### config.mk
export PLATFORM = sky130hd
export DESIGN_NAME = utf8_to_utf16_decoder_flat
export DESIGN_NICKNAME = d
export VERILOG_FILES = /design/src/u8u16_pkg.sv /design/src/u8u16_if.sv /design/src/u8u16_decode.sv /design/src/u8u16_outq.sv /design/src/utf8_to_utf16_decoder.sv /design/src/flat_wrapper.sv
export SDC_FILE = /design/constraint.sdc
export NUM_CORES = 1
export LEC_CHECK = 0
export BUFFER_PORTS_ARGS = -buffer_cell sky130_fd_sc_hd__buf_2
export CORE_ASPECT_RATIO = 0.7
export CORE_UTILIZATION = 50
export DETAILED_ROUTE_END_ITERATION = 7
export PLACE_DENSITY = 0.74
export SYNTH_ARGS = -nofsm -noshare
export SYNTH_HDL_FRONTEND = slang
export SYNTH_SLANG_ARGS = --single-unit
### constraint.sdc
create_clock -name clk -period 4 [get_ports clk]
set_input_delay 0 -clock clk [delete_from_list [all_inputs] [get_ports clk]]
set_output_delay 0 -clock clk [all_outputs]
set_load 0.03 [all_outputs]
### src/u8u16_pkg.sv
package u8u16_pkg;

  // output queue geometry
  localparam int QDEPTH = 4;
  localparam int QAW    = $clog2(QDEPTH);
  localparam int QCW    = $clog2(QDEPTH + 1);

  localparam logic [15:0] REPL_RESET  = 16'h003F;
  localparam logic [7:0]  LEAD_E0     = 8'hE0;
  localparam logic [15:0] SUR_HI_BASE = 16'hD800;
  localparam logic [15:0] SUR_LO_BASE = 16'hDC00;
  localparam logic [20:0] SUR_MIN     = 21'h00D800;
  localparam logic [20:0] SUR_MAX     = 21'h00DFFF;
  localparam logic [20:0] BMP_MAX     = 21'h00FFFF;
  localparam logic [20:0] UNI_MAX     = 21'h10FFFF;
  localparam logic [20:0] SUPP_BASE   = 21'h010000;

  typedef struct packed {
    logic [15:0] code_unit;
    logic        last_unit;
  } unit_t;

  // up to two units produced by one input word, in order units[0], units[1]
  typedef struct packed {
    logic [1:0]      n;
    unit_t [1:0]     units;
  } dec_res_t;

endpackage

### src/u8u16_if.sv
interface u8u16_byte_if;
  logic       valid;
  logic       ready;
  logic [7:0] in_byte;
  logic       end_of_string;

  modport source (output valid, output in_byte, output end_of_string, input ready);
  modport sink   (input valid, input in_byte, input end_of_string, output ready);
endinterface

interface u8u16_unit_if;
  logic        valid;
  logic        ready;
  logic [15:0] code_unit;
  logic        last_unit;

  modport source (output valid, output code_unit, output last_unit, input ready);
  modport sink   (input valid, input code_unit, input last_unit, output ready);
endinterface

### src/u8u16_decode.sv
module u8u16_decode
  import u8u16_pkg::*;
(
  input  logic        clk,
  input  logic        rst_n,
  input  logic        fire,
  input  logic [7:0]  in_byte,
  input  logic        eos,
  input  logic [15:0] repl,
  output dec_res_t    res
);

  logic [1:0]  rem_r, rem_nxt, len_r, len_nxt, rem_dec;
  logic [20:0] acc_r, acc_nxt, acc_shift, supp;
  logic        bad_r, bad_nxt, e0_r, e0_nxt, nonascii_r, nonascii_nxt, bad_seq;

  always_comb begin
    rem_nxt      = rem_r;
    len_nxt      = len_r;
    acc_nxt      = acc_r;
    bad_nxt      = bad_r;
    e0_nxt       = e0_r;
    nonascii_nxt = nonascii_r;
    res          = '0;
    bad_seq      = bad_r | (in_byte[7:6] != 2'b10)
                 | (e0_r && rem_r == 2'd2 && in_byte[7:5] == 3'b100);
    acc_shift    = {acc_r[14:0], in_byte[5:0]};
    rem_dec      = rem_r - 2'd1;
    supp         = acc_shift - SUPP_BASE;

    if (rem_r == 2'd0) begin
      if (!in_byte[7]) begin
        res.n = 2'd1;
        res.units[0].code_unit = (in_byte == 8'h00 && nonascii_r) ? repl : {8'h00, in_byte};
      end else begin
        nonascii_nxt = 1'b1;
        priority if (in_byte[7:5] == 3'b110) begin
          len_nxt = 2'd1;
          acc_nxt = {16'h0000, in_byte[4:0]};
          bad_nxt = (in_byte[4:1] == 4'h0);
        end else if (in_byte[7:4] == 4'b1110) begin
          len_nxt = 2'd2;
          acc_nxt = {17'h00000, in_byte[3:0]};
          e0_nxt  = (in_byte == LEAD_E0);
        end else if (in_byte[7:3] == 5'b11110) begin
          len_nxt = 2'd3;
          acc_nxt = {18'h00000, in_byte[2:0]};
        end else begin
          // stray continuation or invalid lead
          len_nxt = 2'd0;
          res.n   = 2'd1;
          res.units[0].code_unit = repl;
        end
        rem_nxt = len_nxt;
      end
    end else if (rem_dec == 2'd0) begin
      // sequence complete
      res.n = 2'd1;
      priority if (bad_seq) begin
        res.units[0].code_unit = repl;
      end else if (len_r == 2'd1) begin
        res.units[0].code_unit = acc_shift[15:0];
      end else if (len_r == 2'd2) begin
        res.units[0].code_unit = (acc_shift >= SUR_MIN && acc_shift <= SUR_MAX)
                               ? repl : acc_shift[15:0];
      end else if (acc_shift <= BMP_MAX || acc_shift > UNI_MAX) begin
        res.units[0].code_unit = repl;
      end else begin
        res.n = 2'd2;
        res.units[0].code_unit = SUR_HI_BASE + {6'b000000, supp[19:10]};
        res.units[1].code_unit = SUR_LO_BASE + {6'b000000, supp[9:0]};
      end
      rem_nxt = 2'd0;
      len_nxt = 2'd0;
      acc_nxt = '0;
      bad_nxt = 1'b0;
      e0_nxt  = 1'b0;
    end else begin
      rem_nxt = rem_dec;
      acc_nxt = acc_shift;
      bad_nxt = bad_seq;
    end

    if (eos) begin
      // cut short sequence gets one replacement
      if (rem_nxt != 2'd0) begin
        res.units[res.n[0]].code_unit = repl;
        res.n = res.n + 2'd1;
      end
      if (res.n == 2'd2) begin
        res.units[1].last_unit = 1'b1;
      end else if (res.n == 2'd1) begin
        res.units[0].last_unit = 1'b1;
      end
      rem_nxt      = 2'd0;
      len_nxt      = 2'd0;
      acc_nxt      = '0;
      bad_nxt      = 1'b0;
      e0_nxt       = 1'b0;
      nonascii_nxt = 1'b0;
    end
  end

  always_ff @(posedge clk) begin
    if (!rst_n) begin
      rem_r      <= 2'd0;
      len_r      <= 2'd0;
      acc_r      <= '0;
      bad_r      <= 1'b0;
      e0_r       <= 1'b0;
      nonascii_r <= 1'b0;
    end else if (fire) begin
      rem_r      <= rem_nxt;
      len_r      <= len_nxt;
      acc_r      <= acc_nxt;
      bad_r      <= bad_nxt;
      e0_r       <= e0_nxt;
      nonascii_r <= nonascii_nxt;
    end
  end

  a_eos_clears: assert property (@(posedge clk) disable iff (!rst_n)
    fire && eos |=> rem_r == 2'd0 && !nonascii_r && !bad_r)
    else $error("state not cleared after end of string");

  a_pair_order: assert property (@(posedge clk) disable iff (!rst_n)
    res.n == 2'd2 && !eos |-> res.units[0].code_unit[15:10] == 6'b110110
                           && res.units[1].code_unit[15:10] == 6'b110111)
    else $error("surrogate pair out of order");

  a_last_only_eos: assert property (@(posedge clk) disable iff (!rst_n)
    !eos |-> !res.units[0].last_unit && !res.units[1].last_unit)
    else $error("last unit flagged without end of string");

endmodule

### src/u8u16_outq.sv
module u8u16_outq
  import u8u16_pkg::*;
(
  input  logic   clk,
  input  logic   rst_n,
  input  logic   push,
  input  dec_res_t res,
  output logic   push_ready,
  u8u16_unit_if.source out_ch
);

  unit_t           q_r [QDEPTH];
  logic [QAW-1:0]  wr_ptr_r, wr_ptr_nxt, rd_ptr_r, rd_ptr_nxt;
  logic [QCW-1:0]  count_r, count_nxt;
  logic [1:0]      push_n;
  logic            pop;

  assign push_n     = push ? res.n : 2'd0;
  assign pop        = out_ch.valid && out_ch.ready;
  assign push_ready = (count_r <= QCW'(QDEPTH - 2));

  assign out_ch.valid     = (count_r != '0);
  assign out_ch.code_unit = q_r[rd_ptr_r].code_unit;
  assign out_ch.last_unit = q_r[rd_ptr_r].last_unit;

  always_comb begin
    wr_ptr_nxt = wr_ptr_r + QAW'(push_n);
    rd_ptr_nxt = rd_ptr_r + QAW'(pop);
    count_nxt  = count_r + QCW'(push_n) - QCW'(pop);
  end

  always_ff @(posedge clk) begin
    if (push_n != 2'd0) begin
      q_r[wr_ptr_r] <= res.units[0];
    end
    if (push_n == 2'd2) begin
      q_r[QAW'(wr_ptr_r + 1'b1)] <= res.units[1];
    end
  end

  always_ff @(posedge clk) begin
    if (!rst_n) begin
      wr_ptr_r <= '0;
      rd_ptr_r <= '0;
      count_r  <= '0;
    end else begin
      wr_ptr_r <= wr_ptr_nxt;
      rd_ptr_r <= rd_ptr_nxt;
      count_r  <= count_nxt;
    end
  end

  a_no_overflow: assert property (@(posedge clk) disable iff (!rst_n)
    count_r <= QCW'(QDEPTH))
    else $error("output queue overflow");

  a_count_track: assert property (@(posedge clk) disable iff (!rst_n)
    push_n != 2'd0 && !pop |=> count_r == $past(count_r) + QCW'($past(push_n)))
    else $error("queue count lost a unit");

endmodule

### src/utf8_to_utf16_decoder.sv
// utf-8 to utf-16 decoder: takes one utf-8 byte per word on in_ch, marked with
// end_of_string on the last byte of a string, and gives utf-16 code units on out_ch,
// last_unit marking the final unit of each string. one byte is accepted every cycle
// while in_ch.ready is high; a byte decodes in one pass of combinational logic into
// a four-entry output queue, which registers its units before out_ch shows them.
// a byte gives zero, one or two units (two only for a surrogate pair; a sequence cut
// short at string end gives a single replacement unit); in_ch.ready holds low while
// the queue holds more than two units, so the sustained rate is one byte per cycle
// as long as out_ch drains one unit per cycle.
// malformed input (bad lead, bad continuation, overlong form, surrogate value, code
// point above 10ffff, nul after a non-ascii byte, sequence cut short) gives one unit
// from the replacement register, which resets to 003f. the user must write it via
// cfg_we only while the block is idle; the block itself does not enforce this.
module utf8_to_utf16_decoder
  import u8u16_pkg::*;
(
  input  logic          clk,
  input  logic          rst_n,
  input  logic          cfg_we,
  input  logic [15:0]   cfg_wdata,
  u8u16_byte_if.sink    in_ch,
  u8u16_unit_if.source  out_ch
);

  logic [15:0] repl_r;
  logic        q_ready;
  logic        fire;
  dec_res_t    res;

  // replacement code unit register
  always_ff @(posedge clk) begin
    if (!rst_n) begin
      repl_r <= REPL_RESET;
    end else if (cfg_we) begin
      repl_r <= cfg_wdata;
    end
  end

  // queue always has room for a surrogate pair when ready is high
  assign in_ch.ready = q_ready;
  assign fire        = in_ch.valid && in_ch.ready;

  // sequence tracking and unit generation
  u8u16_decode u_decode (
    .clk     (clk),
    .rst_n   (rst_n),
    .fire    (fire),
    .in_byte (in_ch.in_byte),
    .eos     (in_ch.end_of_string),
    .repl    (repl_r),
    .res     (res)
  );

  // result buffer, one unit per word out
  u8u16_outq u_outq (
    .clk        (clk),
    .rst_n      (rst_n),
    .push       (fire),
    .res        (res),
    .push_ready (q_ready),
    .out_ch     (out_ch)
  );

endmodule
### src/flat_wrapper.sv
// flat-port wrapper written by rule: the top's interface ports become plain ports
module utf8_to_utf16_decoder_flat import u8u16_pkg::*;
  (clk, rst_n, cfg_we, cfg_wdata, in_ch_valid, in_ch_in_byte, in_ch_end_of_string, in_ch_ready, out_ch_valid, out_ch_code_unit, out_ch_last_unit, out_ch_ready);
  u8u16_byte_if in_ch_i ();
  u8u16_unit_if out_ch_i ();
  input  logic clk;
  input  logic rst_n;
  input  logic cfg_we;
  input  logic [15:0] cfg_wdata;
  input wire logic [$bits(in_ch_i.valid)-1:0] in_ch_valid;
  input wire logic [$bits(in_ch_i.in_byte)-1:0] in_ch_in_byte;
  input wire logic [$bits(in_ch_i.end_of_string)-1:0] in_ch_end_of_string;
  output wire logic [$bits(in_ch_i.ready)-1:0] in_ch_ready;
  output wire logic [$bits(out_ch_i.valid)-1:0] out_ch_valid;
  output wire logic [$bits(out_ch_i.code_unit)-1:0] out_ch_code_unit;
  output wire logic [$bits(out_ch_i.last_unit)-1:0] out_ch_last_unit;
  input wire logic [$bits(out_ch_i.ready)-1:0] out_ch_ready;
  assign in_ch_i.valid = in_ch_valid;
  assign in_ch_i.in_byte = in_ch_in_byte;
  assign in_ch_i.end_of_string = in_ch_end_of_string;
  assign in_ch_ready = in_ch_i.ready;
  assign out_ch_valid = out_ch_i.valid;
  assign out_ch_code_unit = out_ch_i.code_unit;
  assign out_ch_last_unit = out_ch_i.last_unit;
  assign out_ch_i.ready = out_ch_ready;
  utf8_to_utf16_decoder u_core (.clk(clk), .rst_n(rst_n), .cfg_we(cfg_we), .cfg_wdata(cfg_wdata), .in_ch(in_ch_i), .out_ch(out_ch_i));
endmodule
==> flow_metrics.py <==
metrics = {
    "run_status": {
        "status": "complete, no violations",
    },
    "clock_network": {
        "clockRootBuffer": "clkbuf_16",
        "htreeDepth": 4,
        "cts_buffer_depth": 2,
        "worstSkewPairLatency_ns": 0.42,
        "path_clk_slew_ns": 0.06,
        "numClockSinks": 113,
        "cts_tree": "yes",
        "numCtsBuffers": 17,
    },
    "worst_setup_path": {
        "arrival_ns": 4.04,
        "crit_chain": "inv_1 -> ha_1 -> or3b_2 -> nor2_4 -> a21o_1 -> o211a_1 -> nor2_1 -> nor2_2 -> nor2_1 -> or3_1 -> ha_1 -> inv_1 -> ha_1 -> fa_1 -> xor2_1 -> xnor2_1 -> nor2_1",
        "setup.worst_path.class": "flip-flop to flip-flop",
        "crit_slowest_cell": "or3b_2",
        "cp.required_ns": 4.26,
        "endpoint_kind": "flip-flop",
        "critPathMaxStageDelay_ns": 0.50,
        "cp_max_fo": 5,
        "cp-start-kind": "flip-flop",
    },
    "grt": {
        "grt_pass1_vias": 5605,
        "grt_max_degree": 34,
        "antenna_found_initial": 0,
        "grt_use_total": 0.300,
        "grt_overflow_total": 0,
        "grt_pass1_wl_um": 31400,
    },
    "logic_synthesis": {
        "synth_edf_count": 68,
        "netlist_area_um2": 6740,
        "synthArstFlopShare": 0,
        "ys_warn_count": 0,
        "seq_area_frac_synth": 0.437,
        "synth_ff_type": "edfxtp_1",
        "synth_cell_types": 76,
        "synth_seq_cells": 113,
        "netlist_instances": 668,
        "synth_nets": 708,
        "avgSynthCellArea_um2": 10.1,
    },
    "drt": {
        "via_per_inst": 6.37,
        "drtAntennaViolNets": 0,
        "wirelength_um": 19800,
        "first_pass_iters": 5,
        "wire_per_inst_um": 21.5,
        "remaining_drc_errors": 0,
        "drt_iter0_markers": 762,
        "vias": 5882,
    },
    "die": {
        "placementRows": 35,
        "ios": 49,
        "core_um2": 13100,
        "die_h_um": 99.1,
        "dieArea_um2": 14000,
        "die_w_um": 141,
        "initial_core_util": 0.513,
    },
    "timing": {
        "slew_headroom": 0.243,
        "drv_slew": 0,
        "finalCriticalPeriod_ns": 3.79,
        "report.final.setup_viol": 0,
        "finalCritPeriodShare": 0.947,
        "setup_ws_ns": 0.214,
        "skew_ns": 0.0100,
        "max_freq_ghz": 0.264,
        "setup_tns_ns": 0,
        "worstMarginPinSlew_ns": 1.13,
        "finalHoldViolations": 0,
    },
    "run": {
        "maxCapViolations": 0,
    },
    "layout": {
        "n_antenna_cell": 0,
        "area_growth_pct": 20.2,
        "final_core_util": 0.616,
        "final_nets": 785,
        "drive_gt1_frac": 0.222,
    },
    "pwr": {
        "peakVddDrop_uv": 345,
        "p_leak_nw": 3.11,
        "p_per_area_nw_per_um2": 516,
    },
    "placed_design": {
        "pre_cts_ws_ns": 0.0772,
        "dpl.hpwl_um": 13700,
        "port_buffers": 48,
        "place_congestion": 0.969,
    },
    "worst_hold_path": {
        "hold_path_class": "input pin to flip-flop",
    },
}
## kinds of logic (layout without fill, tap and decap cells)
| kind of cell | after synthesis | in the layout | synth area share |
|---|---|---|---|
| fa+ha+maj | 10 | 10 | 0.0197 |
| buf+inv | 61 | 151 | 0.0399 |
| flops | 113 | 113 | 0.437 |
| compound gates | 188 | 188 | 0.195 |
| simple gates | 217 | 217 | 0.158 |
| mux | 73 | 73 | 0.143 |
| xor+xnor | 6 | 6 | 0.00780 |
## critical path, delay by kind of cell (launching register included)
kind / cells / cell delay (ns)
flip-flops: 1 / 0.34
XOR/XNOR: 2 / 0.33
AO/OA/AOI/OAI: 2 / 0.34
buffers and inverters: 2 / 0.13
adder cells (fa/ha/maj): 4 / 1.04
AND/OR/NAND/NOR: 7 / 1.42
## registers in the layout, summed over array words and instances, names as in the netlist
name	cells
u_core.repl_r	16
u_core.u_decode.acc_r	15
u_core.u_decode.bad_r	1
u_core.u_decode.e0_r	1
u_core.u_decode.len_r	2
u_core.u_decode.nonascii_r	1
u_core.u_decode.rem_r	2
u_core.u_outq.count_r	3
u_core.u_outq.q_r	68
u_core.u_outq.rd_ptr_r	2
u_core.u_outq.wr_ptr_r	2
## layer usage
metal  vias to the layer above  GRT usage  wire [µm]
met2                       342      0.455       8840
met3                        29     0.0592       1910
li1                       2676          -          -
met5                         -          0          0
met4                         0     0.0878        226
met1                      2835      0.437       8860
## power breakdown
group | internal, W | leakage [nW] | switching, W
clock network | 0.00100 | 0.306 | 0.000617
logic | 0.000422 | 1.81 | 0.000685
registers | 0.00138 | 0.992 | 0.0000820
## cell type report
| class | count | area (µm²) |
|---|---|---|
| Sequential cell | 113 | 2940 |
| Fill cell | 1043 | 5040 |
| Clock inverter | 15 | 198 |
| Inverter | 17 | 63.8 |
| Tap cell | 166 | 208 |
| Timing Repair Buffer | 102 | 716 |
| Clock buffer | 17 | 425 |
| Multi-Input combinational cell | 494 | 3540 |
## repair_timing
item | 4_1_cts | 5_1_grt
buffers inserted | 0 | 1
hold buffers | 28 | 0
endpoints found under the hold margin | 21 | 0
endpoints found under the setup margin | 0 | 1
resized for setup | 0 | 3
## placed cells by master (no fill, tap or decap), types with 22 or more instances in the layout
master         Yosys  final
nand2_1           67     67
nor2_1            71     69
dlygate4sd3_1      0     28
nand3_1           22     22
o21ai_0           29     29
buf_2             10     48
edfxtp_1          68     68
dfxtp_1           45     45
buf_4              5     26
mux2i_1           42     42
a21oi_1           62     62
## cell usage after synthesis (7+ instances only)
cell type	n	area (µm²)
nand2b_1	7	43.8
buf_2	10	50.1
nand2_1	67	251
mux2_2	14	158
a21oi_1	62	310
inv_1	17	63.8
ha_1	9	113
o21ai_0	29	145
a211oi_1	8	60.1
nor3_1	9	45.0
nand3_1	22	110
o21a_1	8	60.1
edfxtp_1	68	2040
dfxtp_1	45	901
and2_1	9	56.3
a21o_1	9	67.6
clkbuf_1	25	93.8
mux4_2	17	383
mux2i_1	42	420
nor2_1	71	267
## path summary, 6_finish.rpt
| kind | startpoint | end | slack [ns] | cells past startpoint |
|---|---|---|---|---|
| max | u_core.u_decode.acc_r[10]$_SDFFE_PN0P_ | u_core.u_outq.count_r[2]$_SDFF_PN0_ | 0.21 | 17 |
| min | in_ch_in_byte[3] | u_core.u_decode.acc_r[3]$_SDFFE_PN0P_ | 0.06 | 3 |
| max reg2reg | u_core.u_decode.acc_r[10]$_SDFFE_PN0P_ | u_core.u_outq.count_r[2]$_SDFF_PN0_ | 0.21 | 17 |
| min reg2reg | u_core.u_decode.acc_r[11]$_SDFFE_PN0P_ | u_core.u_decode.acc_r[11]$_SDFFE_PN0P_ | 0.50 | 2 |
## per-stage QoR
stage                     cells  cell area [µm²]  power [W]  hold slack [ns]
final                       924             8100    0.00418           0.0562
after global routing        924             8100    0.00434           0.0644
after CTS                   923             8080    0.00419           0.0354
after detailed placement    863             7180    0.00255            0.226
after global placement      863             7180    0.00253            0.214
after floorplan             668             6740    0.00225            0.122
Note: power is estimated with default switching activity, not from simulation.
